$ cat src/sv/wss_pkg.sv
// ----------------------------------------------------------------------------
// wss_pkg: shared definitions for the wildcard signature scanner
// Sizes, widths, configuration register codes and the types that travel
// between the top level, the cell chain and the cells.
// ----------------------------------------------------------------------------
package wss_pkg;

	// Window depth in bytes and the longest pattern that can be used.
	localparam int WINDOW  = 32;
	localparam int PAT_LEN = 16;
	localparam int MAX_LEN = (PAT_LEN < WINDOW) ? PAT_LEN : WINDOW;

	// Pattern bytes held by the configuration registers.
	localparam int PAT_REG_BYTES = 16;

	// Widths derived from the sizes above.
	localparam int AGE_W  = $clog2(WINDOW);
	localparam int SPAN_W = $clog2(WINDOW + 1);
	localparam int LEN_W  = $clog2(MAX_LEN + 1);
	localparam int IDX_W  = $clog2(MAX_LEN);

	// Configuration register indexes.
	localparam int CFG_IDX_W = 3;
	typedef enum logic [CFG_IDX_W-1:0] {
		REG_PATTERN_LOW     = 3'd0,
		REG_PATTERN_HIGH    = 3'd1,
		REG_CARE_MASK       = 3'd2,
		REG_PATTERN_LENGTH  = 3'd3,
		REG_RETURN_MODE     = 3'd4,
		REG_POINTER_OFFSET  = 3'd5,
		REG_ADDRESS_ADJUST  = 3'd6,
		REG_IMAGE_BASE      = 3'd7
	} cfg_reg_t;

	// Return mode codes.
	localparam logic MODE_POINTER = 1'b0;
	localparam logic MODE_ADDRESS = 1'b1;

	// Result status codes.
	localparam logic STATUS_FOUND     = 1'b0;
	localparam logic STATUS_NOT_FOUND = 1'b1;

	// Post-shift view of the window, index 0 is the newest byte.
	typedef logic [WINDOW-1:0][7:0] win_t;

	// Match settings handed to every cell.
	typedef struct packed {
		logic [MAX_LEN-1:0][7:0] pattern;
		logic [MAX_LEN-1:0]      care;
		logic [LEN_W-1:0]        len;
		logic [SPAN_W-1:0]       span;
	} mcfg_t;

endpackage

$ cat src/sv/wss_cell.sv
// ----------------------------------------------------------------------------
// wss_cell: one window cell
// Holds one image byte, passes it on to the next older cell on every shift,
// and checks the byte it is about to take against the pattern byte that
// lines up with its place in the window.
// ----------------------------------------------------------------------------
module wss_cell (
	input  logic                       clk,
	input  logic                       shift,
	input  logic [wss_pkg::AGE_W-1:0]  age,
	input  wss_pkg::mcfg_t             mcfg,
	input  logic [7:0]                 byte_in,
	output logic [7:0]                 byte_q,
	output logic                       ok
);
	import wss_pkg::*;

	logic [SPAN_W-1:0] age_ext;
	logic [SPAN_W-1:0] rel;
	logic              active;
	logic [IDX_W-1:0]  pat_idx;

	// Pattern byte index for this cell: span - 1 - age, in use when below len.
	always_comb begin
		age_ext = SPAN_W'(age);
		rel     = mcfg.span - SPAN_W'(1) - age_ext;
		active  = (age_ext < mcfg.span) && (rel < SPAN_W'(mcfg.len));
		pat_idx = rel[IDX_W-1:0];
	end

	// A cell outside the tested span, or under a wildcard, always agrees.
	assign ok = !active || !mcfg.care[pat_idx] || (byte_in == mcfg.pattern[pat_idx]);

	// Byte storage.
	always_ff @(posedge clk) begin
		if (shift) begin
			byte_q <= byte_in;
		end
	end

endmodule

$ cat src/sv/wss_chain.sv
// ----------------------------------------------------------------------------
// wss_chain: row of window cells
// The newest image byte enters cell 0 and every byte moves one cell older
// on every shift. Gives the post-shift window and the combined pattern
// check of all cells.
// ----------------------------------------------------------------------------
module wss_chain (
	input  logic            clk,
	input  logic            shift,
	input  logic [7:0]      data_byte,
	input  wss_pkg::mcfg_t  mcfg,
	output wss_pkg::win_t   win,
	output logic            all_ok
);
	import wss_pkg::*;

	logic [WINDOW-1:0][7:0] cell_byte;
	logic [WINDOW-1:0]      cell_ok;

	// Cells, each fed by its younger neighbour.
	for (genvar g = 0; g < WINDOW; g++) begin : g_cell
		if (g == 0) begin : g_head
			assign win[g] = data_byte;
		end else begin : g_body
			assign win[g] = cell_byte[g-1];
		end

		wss_cell u_cell (
			.clk     (clk),
			.shift   (shift),
			.age     (AGE_W'(g)),
			.mcfg    (mcfg),
			.byte_in (win[g]),
			.byte_q  (cell_byte[g]),
			.ok      (cell_ok[g])
		);
	end

	// The pattern matches when every cell agrees.
	assign all_ok = &cell_ok;

endmodule

$ cat src/sv/wildcard_signature_scanner.sv
// ----------------------------------------------------------------------------
// wildcard_signature_scanner: streaming wildcard byte-pattern search
// Keeps a sliding window of image bytes in a row of cells and reports the
// first start position where the masked pattern matches.
// ----------------------------------------------------------------------------
// The scanner takes one image byte per clock cycle, back to back, when not
// stalled, with no clearing pass after reset. Each byte shifts into a 32-cell
// window; every cell compares the byte it takes with the pattern byte aligned
// to it, so a start position is tested in the same cycle as the byte that
// completes its span (the pattern length, or in pointer mode the pointer
// offset plus four if that is longer). Each result is registered in a single
// output register; a new byte is taken while that result is being handed on.
// Only the first match of an image gives a result; bytes after it are dropped
// until the last byte. If nothing matches, a not-found result travels with
// the last byte. The last byte always ends the scan and the next byte starts
// a new one at position zero. Configuration registers are meant to be
// written between transactions, not while a result is pending.
// ----------------------------------------------------------------------------
module wildcard_signature_scanner (
	input  logic                           clk,
	input  logic                           arst_n,
	// Configuration writes
	input  logic                           cfg_write,
	input  logic [wss_pkg::CFG_IDX_W-1:0]  cfg_index,
	input  logic [63:0]                    cfg_data,
	// Image byte stream
	input  logic                           item_valid,
	output logic                           item_stall,
	input  logic [7:0]                     data_byte,
	input  logic                           last_byte,
	// Results
	output logic                           result_valid,
	input  logic                           result_stall,
	output logic                           status,
	output logic [31:0]                    value
);
	import wss_pkg::*;

	// Configuration registers.
	logic [63:0] pattern_low_q;
	logic [63:0] pattern_high_q;
	logic [15:0] care_mask_q;
	logic [4:0]  pattern_length_q;
	logic        return_mode_q;
	logic [4:0]  pointer_offset_q;
	logic [15:0] address_adjust_q;
	logic [31:0] image_base_q;

	// Scan state.
	logic [SPAN_W-1:0] fill_q;
	logic [31:0]       pos_q;
	logic              match_reported_q;

	// Output register.
	logic        result_valid_q;
	logic        status_q;
	logic [31:0] value_q;

	// Derived settings and datapath.
	mcfg_t             mcfg;
	logic [LEN_W-1:0]  eff_len;
	logic [SPAN_W-1:0] eff_off;
	logic [SPAN_W-1:0] span;
	win_t              win;
	logic              all_ok;
	logic              accept;
	logic              shift;
	logic [SPAN_W-1:0] fill_next;
	logic              hit;
	logic              produce;
	logic [31:0]       ptr_word;
	logic [31:0]       addr_value;
	logic [SPAN_W-1:0] word_age [4];

	// Configuration register writes.
	always_ff @(posedge clk or negedge arst_n) begin
		if (!arst_n) begin
			pattern_low_q    <= '0;
			pattern_high_q   <= '0;
			care_mask_q      <= '0;
			pattern_length_q <= 5'd1;
			return_mode_q    <= MODE_POINTER;
			pointer_offset_q <= '0;
			address_adjust_q <= '0;
			image_base_q     <= '0;
		end else if (cfg_write) begin
			unique case (cfg_reg_t'(cfg_index))
				REG_PATTERN_LOW:    pattern_low_q    <= cfg_data;
				REG_PATTERN_HIGH:   pattern_high_q   <= cfg_data;
				REG_CARE_MASK:      care_mask_q      <= cfg_data[15:0];
				REG_PATTERN_LENGTH: pattern_length_q <= cfg_data[4:0];
				REG_RETURN_MODE:    return_mode_q    <= cfg_data[0];
				REG_POINTER_OFFSET: pointer_offset_q <= cfg_data[4:0];
				REG_ADDRESS_ADJUST: address_adjust_q <= cfg_data[15:0];
				REG_IMAGE_BASE:     image_base_q     <= cfg_data[31:0];
			endcase
		end
	end

	// Effective length, offset and span, with out-of-range values saturated.
	always_comb begin
		if (pattern_length_q == '0) begin
			eff_len = LEN_W'(1);
		end else if (int'(pattern_length_q) > MAX_LEN) begin
			eff_len = LEN_W'(MAX_LEN);
		end else begin
			eff_len = LEN_W'(pattern_length_q);
		end

		if (int'(pointer_offset_q) > WINDOW - 4) begin
			eff_off = SPAN_W'(WINDOW - 4);
		end else begin
			eff_off = SPAN_W'(pointer_offset_q);
		end

		if (return_mode_q == MODE_POINTER && (eff_off + SPAN_W'(4)) > SPAN_W'(eff_len)) begin
			span = eff_off + SPAN_W'(4);
		end else begin
			span = SPAN_W'(eff_len);
		end
	end

	// Pattern bytes and care bits; bytes beyond the registers are wildcards.
	always_comb begin
		for (int i = 0; i < MAX_LEN; i++) begin
			if (i < 8) begin
				mcfg.pattern[i] = pattern_low_q[8*i +: 8];
				mcfg.care[i]    = care_mask_q[i];
			end else if (i < PAT_REG_BYTES) begin
				mcfg.pattern[i] = pattern_high_q[8*(i-8) +: 8];
				mcfg.care[i]    = care_mask_q[i];
			end else begin
				mcfg.pattern[i] = 8'd0;
				mcfg.care[i]    = 1'b0;
			end
		end
		mcfg.len  = eff_len;
		mcfg.span = span;
	end

	// Window of cells.
	wss_chain u_chain (
		.clk       (clk),
		.shift     (shift),
		.data_byte (data_byte),
		.mcfg      (mcfg),
		.win       (win),
		.all_ok    (all_ok)
	);

	// Handshake: take a byte unless a held result cannot leave this cycle.
	assign item_stall = result_valid_q && result_stall;
	assign accept     = item_valid && !item_stall;
	assign shift      = accept && !match_reported_q;

	// Match test once the window holds the whole span.
	always_comb begin
		if (fill_q == SPAN_W'(WINDOW)) begin
			fill_next = fill_q;
		end else begin
			fill_next = fill_q + SPAN_W'(1);
		end
		hit     = all_ok && (fill_next >= span);
		produce = shift && (hit || last_byte);
	end

	// Little-endian pointer word taken from the post-shift window.
	always_comb begin
		for (int i = 0; i < 4; i++) begin
			word_age[i] = span - SPAN_W'(1) - eff_off - SPAN_W'(i);
		end
		ptr_word = {win[word_age[3][AGE_W-1:0]], win[word_age[2][AGE_W-1:0]],
			win[word_age[1][AGE_W-1:0]], win[word_age[0][AGE_W-1:0]]};
	end

	// Match address: base + start position + signed adjust, modulo 2^32.
	assign addr_value = image_base_q + {{16{address_adjust_q[15]}}, address_adjust_q}
		+ pos_q + 32'd1 - 32'(span);

	// Scan state: position, fill level and the reported flag.
	always_ff @(posedge clk or negedge arst_n) begin
		if (!arst_n) begin
			fill_q           <= '0;
			pos_q            <= '0;
			match_reported_q <= 1'b0;
		end else if (accept) begin
			if (last_byte) begin
				fill_q           <= '0;
				pos_q            <= '0;
				match_reported_q <= 1'b0;
			end else if (!match_reported_q) begin
				fill_q           <= fill_next;
				pos_q            <= pos_q + 32'd1;
				match_reported_q <= hit;
			end
		end
	end

	// Output valid flag.
	always_ff @(posedge clk or negedge arst_n) begin
		if (!arst_n) begin
			result_valid_q <= 1'b0;
		end else if (produce) begin
			result_valid_q <= 1'b1;
		end else if (!result_stall) begin
			result_valid_q <= 1'b0;
		end
	end

	// Output payload.
	always_ff @(posedge clk) begin
		if (produce) begin
			if (hit) begin
				status_q <= STATUS_FOUND;
				value_q  <= (return_mode_q == MODE_ADDRESS) ? addr_value : ptr_word;
			end else begin
				status_q <= STATUS_NOT_FOUND;
				value_q  <= 32'd0;
			end
		end
	end

	assign result_valid = result_valid_q;
	assign status       = status_q;
	assign value        = value_q;

endmodule
$ cat config.mk
export PLATFORM = sky130hd
export DESIGN_NAME = wildcard_signature_scanner
export DESIGN_NICKNAME = d
export VERILOG_FILES = /design/src/sv/wss_pkg.sv /design/src/sv/wss_cell.sv /design/src/sv/wss_chain.sv /design/src/sv/wildcard_signature_scanner.sv
export SDC_FILE = /design/constraint.sdc
export NUM_CORES = 1
export LEC_CHECK = 0
export BUFFER_PORTS_ARGS = -buffer_cell sky130_fd_sc_hd__buf_2
export CORE_ASPECT_RATIO = 1.25
export CORE_MARGIN = 5
export CORE_UTILIZATION = 50
export DETAILED_ROUTE_END_ITERATION = 12
export PLACE_DENSITY = 0.69
export SKIP_LAST_GASP = 1
export SYNTH_ARGS = -nofsm -noshare
export SYNTH_HDL_FRONTEND = slang
export SYNTH_SLANG_ARGS = --single-unit
$ cat constraint.sdc
create_clock -name clk -period 21 [get_ports clk]
set_clock_uncertainty 0.2 [all_clocks]
set_input_delay 2.1 -clock clk [delete_from_list [all_inputs] [get_ports clk]]
set_output_delay 2.1 -clock clk [all_outputs]
set_load 0.02 [all_outputs]
Yosys cells after proc, flatten, opt, wreduce, memory -nomap -nowiden
Index checks and enable logic that the tools add are counted.
{"block": "op_classes", "addsub": 43, "magnitude_cmp": 104, "eq_ne": 42, "n_mux": 151, "n_bitwise": 1, "reduce_logical": 181}
{"operator": "binary-select mux 8 bit (select 4 bit)", "n": 32}
{"operator": "2-to-1 mux 8 bit", "n": 36}
{"operator": "== test 8 bit", "n": 32}
{"operator": "less-than comparator 6 x 5 -> 1 bit", "n": 32}
{"operator": "binary-select mux 8 bit (select 5 bit)", "n": 4}
{"operator": "less-than comparator 4 x 5 -> 1 bit, second input constant", "n": 32}
{"operator": "binary-select mux 1 bit (select 4 bit)", "n": 32}
{"operator": "less-than comparator 5 x 6 -> 1 bit, first input constant", "n": 16}
{"operator": "2-to-1 mux 32 bit", "n": 3}
{"operator": "subtractor 6 x 5 -> 6 bit, second input constant", "n": 16}
{"operator": "logical NOT 1 bit", "n": 66}
{"operator": "logical OR 1 bit", "n": 65}
{"operator": "adder 32 x 1 -> 32 bit, second input constant", "n": 2}
{"operator": "adder 32 bit", "n": 2}
{"operator": "less-than comparator 4 x 6 -> 1 bit, first input constant", "n": 8}
{"operator": "subtractor 6 x 4 -> 6 bit, second input constant", "n": 8}
{"operator": "logical AND 1 bit", "n": 38}
{"operator": "2-to-1 mux 1 bit", "n": 37}
{"operator": "AND reduction 32 bit", "n": 1}
{"operator": "subtractor 32 x 6 -> 32 bit", "n": 1}
{"operator": "less-than comparator 3 x 6 -> 1 bit, first input constant", "n": 4}
{"operator": "less-than comparator 5 x 6 -> 1 bit, second input constant", "n": 4}
{"operator": "2-to-1 mux 6 bit", "n": 4}
{"operator": "subtractor 6 x 3 -> 6 bit, second input constant", "n": 4}
{"operator": "23 further kinds", "n": 43}
{"block": "totals", "ff_bits": 524, "in_bits": 81, "out_inout_bits": 35}

Depth between registers and ports, before layout
Gate-level depths: netlist of run 1.
{"block": "logic_depth", "word_depth": 18, "ltp_mapped": 37}

Modules after synthesis
Synthesis of run 1 repeated with hierarchy kept, for this count alone.
{"block": "unflattened", "hier_cells": 7298, "area_unflattened_um2": 88691.3}
{"mod": "wss_cell (u_chain.g_cell[14].u_cell ...)", "instances": 27, "cells_each": 165, "area_each_um2": 2031.9, "seq_area_each_um2": 240.2}
{"mod": "wildcard_signature_scanner", "instances": 1, "cells_each": 1947, "area_each_um2": 23682.7, "seq_area_each_um2": 7073.0}
{"mod": "wss_cell (u_chain.g_cell[0].u_cell ...)", "instances": 5, "cells_each": 175, "area_each_um2": 2001.9, "seq_area_each_um2": 240.2}
{"mod": "wss_chain", "instances": 1, "cells_each": 21, "area_each_um2": 136.4, "seq_area_each_um2": 0.0}

Least setup slack after synthesis of run 1
No wires, ideal clock.
{"block": "synth_path", "kind": "reg2reg", "from": "register pattern_length_q[4]", "to": "register value_q[13], in the netlist value[13] (data pin)", "setup_time_ps": 280, "arrival_time_ps": 9298, "slack_ps": 11222, "path_stages_with_launch": 28, "path_buffers": 10, "period_less_slack_ps": 9778, "cell_sequence": "dfrtp_1 inv_1 nand2_1 ha_1 nor2b_1 o21bai_4 a211o_2 a31o_2 buf_2 buf_1 buf_1 ha_1 clkbuf_1 inv_1 buf_1 clkbuf_1 clkbuf_1 fa_1 clkbuf_1 buf_1 clkinv_1 ha_1 a21boi_0 xnor2_1 buf_2 mux4_2 a211oi_1 a211oi_2"}
{"block": "synth_between", "elab_chain_len": 15, "word_cells_on_any_way": 432, "classes_between": "35 x add/sub; 67 x order compare; 32 x eq/ne; 134 x mux; 164 x reduce/logical"}
{"element": "from (decl)", "line_no": "wildcard_signature_scanner.sv:43", "text": "logic [4:0] pattern_length_q;"}
{"element": "from (signal assigned)", "line_no": "wildcard_signature_scanner.sv:91", "text": "REG_PATTERN_LENGTH: pattern_length_q <= cfg_data[4:0];"}
{"element": "> comparator 5 bit", "line_no": "wildcard_signature_scanner.sv:104", "text": "end else if (int'(pattern_length_q) > MAX_LEN) begin"}
{"element": "2-to-1 mux 5 bit", "line_no": "wildcard_signature_scanner.sv:104"}
{"element": "2-to-1 mux 5 bit *", "line_no": "wildcard_signature_scanner.sv:102", "text": "if (pattern_length_q == '0) begin"}
{"element": "branches (longest 12 deep; another with > comparator 6 x 5 -> 1 bit)"}
{"element": "to (signal assigned)", "line_no": "wildcard_signature_scanner.sv:215", "text": "value_q <= (return_mode_q == MODE_ADDRESS) ? addr_value : ptr_word;"}
{"element": "to (decl)", "line_no": "wildcard_signature_scanner.sv:57", "text": "logic [31:0] value_q;"}
Mark *: on every way between the ends. The select of a mux whose other input is x is not followed.
A chain may end at the register's enable or synchronous reset.

Worst setup path in the final report of run 1
{"block": "layout_path", "from": "register pattern_length_q[4]", "to": "register value_q[22], in the netlist value[22] (data pin)"}
{"block": "layout_between", "elab_chain_len": 15, "word_cells_on_any_way": 432, "classes_between": "35 x add/sub; 67 x order compare; 32 x eq/ne; 134 x mux; 164 x reduce/logical"}
{"element": "> comparator 5 bit", "line_no": "wildcard_signature_scanner.sv:104"}
{"element": "2-to-1 mux 5 bit", "line_no": "wildcard_signature_scanner.sv:104"}
{"element": "2-to-1 mux 5 bit *", "line_no": "wildcard_signature_scanner.sv:102"}
{"element": "branches (longest 12 deep; another with > comparator 6 x 5 -> 1 bit)"}
Marked as above.

==> reports/summary.txt, run 1 <==
fmax: 0.0990 GHz
DIE AREA: 0.0949 sq mm
Num CTS Buffers: 56
CTS tree: built
Die Ht: 343 um
Final Cycle Share: 48.1%
most common cell after layout, fill and taps aside: mux2i_1
crit-path leading delay family: adder cells
Data arrival, critical path: 10240 ps
Port-buffer cells: 115
H-tree levels: 2
DRC Markers: 0
number of routed nets with antenna violations: 0
Max Buffers Root-to-Sink: 3
dpl cell area: 0.0463 sq mm
post-synthesis average cell area: 12.0 sq um
storage element area: 0.0145 sq mm
Mapped Cells: 3694
post-cts resize count: 0
fillers: 7486
Hold-fix buffers, CTS: 0
FFs w/ async S/R, synth: 46.4%
Std-Cell Core Area: 0.0884 sq mm
Critical-path top delay cell: a211oi_1
initial antenna violation count: 2
Remaining Overflow, GRT: 0
Setup Buffers After CTS: 0
final hold vios: 0
kind of critical path: reg -> reg
CP required: 21150 ps
vias in the first global route: 32900
fin nets: 3962
Critical Path Fanout Max: 43
1st-pass router iterations: 7
Synth warnings: 0
CP Launch Type: register
CP peak stage delay: 1020 ps
starting density of the core: 50.2%
vias per std cell: 7.04
min Tclk post-route: 10100 ps
Routed Wire Length: 172000 um
layout cells sized above 1: 26.1%
first-pass GRT wire length: 246000 um
fin. max-slew vios: 0
drt wl/cell: 35.0 um
DR iter-0 viols: 4877
pin count of the biggest net entering global routing: 121
HPWL after DPL: 134000 um
distinct cell type count after synthesis: 83
sequential share of the synthesized area: 32.7%
Fin Setup TNS: 0 ps
Most common cell on crit path: ha_1
CTS root buffer: clkbuf_16
DR vias: 34700
area of the multi-input gates: 0.0284 sq mm
num rows: 122
status: finished, final reports clean
post-synth net total: 3955
Slew @ Worst Pin: 1360 ps
gr usage total: 35.5%
post-synth top area share: 20.4%
largest cells by area after synthesis: mux4_2, edfxtp_1, dfrtp_1
synthesized flop and latch total: 524
cell area after layout: 0.0481 sq mm
clock slew at reported path FFs: 60 ps
CP Cell Sequence: nor2b_1, inv_1, ha_1, nand3_1, o21bai_4, a211o_2, a31o_4, inv_4, ha_1, xnor2_4, buf_4, ha_1, xor2_4, inv_1, ha_4, buf_4, mux4_2, mux4_2, nor2b_1, a211oi_1, a211oi_2
max-cap violations: 0
clock sinks: 524
mapped cell area: 0.0444 sq mm
RSZ-0062 raised after global routing: false
Critical path buffers and inverters: 5
dominant cell type by area after synthesis: mux4_2
area delta synth->final: 8.49%
commonest cells after routing, fill and taps aside: mux2i_1, mux4_2, edfxtp_1
Tightest Hold Check Type: reg -> reg
Final setup violation count: 0
die outline width: 276 um
clk_lat worst skew: 680 ps
Critical Path End Type: register
Slew headroom: 7.04%
Post-synth EDFFs: 281
Top Ports: 116
ys flop type: edfxtp_1
routability cong.: 1.09
-- Yosys cell counts, types with 10 or more instances --
| library cell | number |
|---|---|
| xnor2_1 | 215 |
| or3_1 | 10 |
| xor2_1 | 178 |
| inv_1 | 168 |
| buf_2 | 43 |
| dfrtp_1 | 242 |
| a211oi_1 | 36 |
| o21ai_0 | 69 |
| a31oi_1 | 27 |
| nand2_1 | 223 |
| mux2i_1 | 411 |
| nor3_1 | 49 |
| clkbuf_1 | 141 |
| mux2_2 | 222 |
| nand3_1 | 58 |
| nor4_1 | 29 |
| o221ai_1 | 14 |
| buf_1 | 43 |
| nand4_1 | 42 |
| nor2b_1 | 29 |
| nor2_1 | 147 |
| and3_1 | 21 |
| mux4_2 | 402 |
| a22oi_1 | 46 |
| a2111oi_0 | 17 |
| edfxtp_1 | 281 |
| ha_1 | 142 |
| and2_1 | 14 |
| a21oi_1 | 119 |
| a211oi_2 | 14 |
| nand2b_1 | 11 |
| fa_1 | 38 |
| a21o_1 | 27 |
-- per-layer routing --
layer	GRT usage [%]	share of wire, %
met1	48.9	38
met2	51.2	42
met3	7.80	11
met4	22.5	8.4
met5	0	0.0075
-- final timing paths --
kind / startpoint / endpoint / slack [ps] / depth (start not counted)
max: pattern_length_q[4] / value[22] / 10900 / 21
min: image_base_q[14] / image_base_q[14] / 310 / 1
max reg2reg: pattern_length_q[4] / value[22] / 10900 / 21
min reg2reg: image_base_q[14] / image_base_q[14] / 310 / 1
max in group asynchronous: arst_n / pattern_high_q[23] / 17870 / 2
min in group asynchronous: arst_n / address_adjust_q[8] / 1240 / 1
-- state kept, by name (all words and copies together) (netlist names) --
name                          count
u_chain.g_cell.u_cell.byte_q    248
result_valid                      1
return_mode_q                     1
pointer_offset_q                  5
pattern_length_q                  5
status                            1
address_adjust_q                 16
pattern_low_q                    64
match_reported_q                  1
image_base_q                     32
fill_q                            6
value                            32
pos_q                            32
care_mask_q                      16
pattern_high_q                   64
-- per-stage QoR --
| stage | setup slack (ps) | hold slack (ps) | instances | utilization, % |
|---|---|---|---|---|
| 6_report | 10900 | 306 | 4928 | 54.5 |
| 5_1_grt | 10590 | 324 | 4924 | 54.5 |
| 4_1_cts | 11070 | 308 | 4924 | 54.5 |
| 3_5_place_dp | 11090 | 290 | 4821 | 52.3 |
| 3_3_place_gp | 11180 | 275 | 4821 | 52.3 |
| 2_1_floorplan | 11220 | 224 | 3694 | - |
-- cells by family (layout without fill, tap and decap cells) --
logic type                 count (synthesis)  after routing  share of synthesized area, %
DFF                                      524            524                          32.7
other                                      0              4                             0
and+or+nand+nor                          661            661                          7.03
adders and majority gates                181            181                          5.74
muxes                                   1036           1036                          35.3
buffers and inverters                    417            469                          3.76
AOI/OAI and AO/OA                        476            476                          7.39
xor gates and xnor gates                 399            399                          8.03
-- cell type report --
class	instances	area share, %
antenna	4	0.0208
multi-input combinational	2753	59.1
sequential	524	30.2
clock inverter	34	0.826
inverter	178	1.42
timing repair buffer	188	2.35
tap	1178	3.06
clock buffer	69	3.09
-- worst register-to-register path: stages, from the launching register on --
cell and delay, ps:
dfrtp_1 450, nor2b_1 250, inv_1 280, ha_1 370, nand3_1 140, o21bai_4 240
a211o_2 420, a31o_4 430, inv_4 430, ha_1 880, xnor2_4 200, buf_4 480
ha_1 420, xor2_4 360, inv_1 470, ha_4 720, buf_4 700, mux4_2 650
mux4_2 450, nor2b_1 150, a211oi_1 1020, a211oi_2 80
Power of run 1 is left out: the tool's default activity adds up to more than one toggle a clock period on the data nets, which glitch-free logic cannot reach.
==> run 2: changes to the inputs <==
--- a/config.mk
+++ b/config.mk
@@ -10,7 +10,7 @@
 export CORE_MARGIN = 5
 export CORE_UTILIZATION = 50
 export DETAILED_ROUTE_END_ITERATION = 12
-export PLACE_DENSITY = 0.69
+export PLACE_DENSITY = 0.72
 export SKIP_LAST_GASP = 1
 export SYNTH_ARGS = -nofsm -noshare
 export SYNTH_HDL_FRONTEND = slang
==> constraint.sdc (replaced) <==
create_clock -name clk -period 9.2 [get_ports clk]
set_clock_uncertainty 0.2 [all_clocks]
set_input_delay 0.92 -clock clk [delete_from_list [all_inputs] [get_ports clk]]
set_output_delay 0.92 -clock clk [all_outputs]
set_load 0.02 [all_outputs]
==> run 2 against run 1 <==
Fmax rose by 15%. Final area rose by 0.88%. Critical path type unchanged. Wire length fell by 0.82%. Non-clock buffer count up 35. Highest routed layer unchanged. Core utilization grew 0.48 points. Worst setup slack worse by 11000 ps. The flow now finishes with violations (capacitance limit). Sequential share of layout area shrank 0.26 points. Count of clock-buffer cells in the layout is 2 lower.
==> reports/summary.txt, run 2 (synthesis gave the netlist of run 1 again) <==
Port-buffer cells: 115
CP Launch Type: register
fin. max-slew vios: 0
max-cap violations: 1
Setup Buffers After CTS: 0
met2 Use GR: 51.8%
CTS tree: built
Most common cell on crit path: nor4_1
DIE AREA: 0.0949 sq mm
RSZ-0062 raised after global routing: false
final hold vios: 0
reg2reg start: pattern_length_q[4]
CTS root buffer: clkbuf_16
clk_lat worst skew: 690 ps
vias per std cell: 7.08
crit path capture: value[31]
Final setup violation count: 0
DR vias: 35100
failing checks: capacitance limit
fin nets: 3998
most common cell after layout, fill and taps aside: mux2i_1
Hold-fix buffers, CTS: 0
pin count of the biggest net entering global routing: 125
Critical Path Fanout Max: 72
vias in the first global route: 33300
DRC Markers: 0
grt met3 use: 7.66%
reg2reg path depth: 22
post-cts resize count: 0
Max Buffers Root-to-Sink: 3
Tightest Hold Check Type: in -> async
DR iter-0 viols: 5342
Slew @ Worst Pin: 1440 ps
grt met1 use: 47.2%
initial antenna violation count: 4
biggest regs: u_chain.g_cell.u_cell.byte_q (248), pattern_high_q (64), pattern_low_q (64)
CP Cell Sequence: nor2b_1, inv_1, ha_1, nand3_1, o21bai_4, a211o_2, a31o_4, inv_4, buf_4, buf_6, nand2_1, o221ai_1, mux2i_1, xor2_1, nor4_1, nand4_1, a22oi_1, o32a_1, o2111a_1, and4_1, inv_2, nor4_1
CP peak stage delay: 830 ps
Remaining Overflow, GRT: 0
die outline width: 276 um
Std-Cell Core Area: 0.0884 sq mm
Die Ht: 343 um
Slew headroom: 1.42%
max FFs per register: 248
CP startpoint: pattern_length_q[4]
Final Cycle Share: 95.7%
Largest Register: u_chain.g_cell.u_cell.byte_q
number of routed nets with antenna violations: 0
min Tclk post-route: 8800 ps
Top Ports: 116
clock sinks: 524
CP required: 9450 ps
clock slew at reported path FFs: 70 ps
HPWL after DPL: 133000 um
starting density of the core: 50.2%
H-tree levels: 2
routability cong.: 1.10
Critical-path top delay cell: nor4_1
num rows: 122
layout cells sized above 1: 27.0%
RR Endpoint: value[31]
area delta synth->final: 9.45%
commonest cells after routing, fill and taps aside: mux2i_1, mux4_2, edfxtp_1
1st-pass router iterations: 6
Routed Wire Length: 171000 um
fmax: 0.114 GHz
first-pass GRT wire length: 244000 um
flop-to-flop setup slack: 400 ps
Data arrival, critical path: 9060 ps
kind of critical path: reg -> reg
Fin Setup TNS: 0 ps
fillers: 7487
status: complete, but fails checks
drt wl/cell: 34.4 um
gr usage total: 35.1%
global route hottest layer: met2
antenna diode count: 0
Critical Path End Type: register
Num CTS Buffers: 57
run 2: critical path, delay by kind of cell, from the launching register on:
family | cells | cell delay [ps]
compound gates | 7 | 2340
buf+inv | 5 | 1670
simple gates | 7 | 2970
fa+ha+maj | 1 | 350
xor+xnor | 1 | 210
mux | 1 | 290
flops | 1 | 470
run 2: cell type report:
type / count / area [sq um] / area share (%)
inverters: 178 / 686 / 1.41
repair buffers: 223 / 1430 / 2.93
well taps: 1178 / 1470 / 3.03
multi-input cells: 2753 / 28400 / 58.5
flip-flops and latches: 524 / 14500 / 29.9
clock buffers: 67 / 1530 / 3.15
clock inverters: 41 / 519 / 1.07
run 2: worst min path at each step:
stage | startpoint | to | slack, ps | cells past startpoint
global route | arst_n | address_adjust_q[9] | 190 | 1
global placement | match_reported_q | match_reported_q | 270 | 2
finish | arst_n | address_adjust_q[9] | 90 | 1
floorplan | u_chain.g_cell[11].u_cell.byte_q[2] | u_chain.g_cell[12].u_cell.byte_q[2] | 220 | 0
detailed placement | match_reported_q | match_reported_q | 280 | 2
CTS | arst_n | address_adjust_q[9] | 140 | 1
run 2: through the flow:
step	instance area [sq um]	setup WS (ps)	instances	hold slack, ps	utilization (%)
floorplan	44400	115	3694	224	-
global placement	46500	607	4856	273	52.6
detailed placement	46500	481	4856	280	52.6
CTS	48600	387	4964	136	54.9
global route	48600	17.8	4964	188	55.0
finish	48600	395	4964	85.4	55.0
run 2: routing by layer:
layer	wire (um)	part of all wire, %
met1	62500	37
met3	20500	12
met2	73100	43
met4	14700	8.6
met5	17	0.010
Power of run 2 is left out for the same reason.
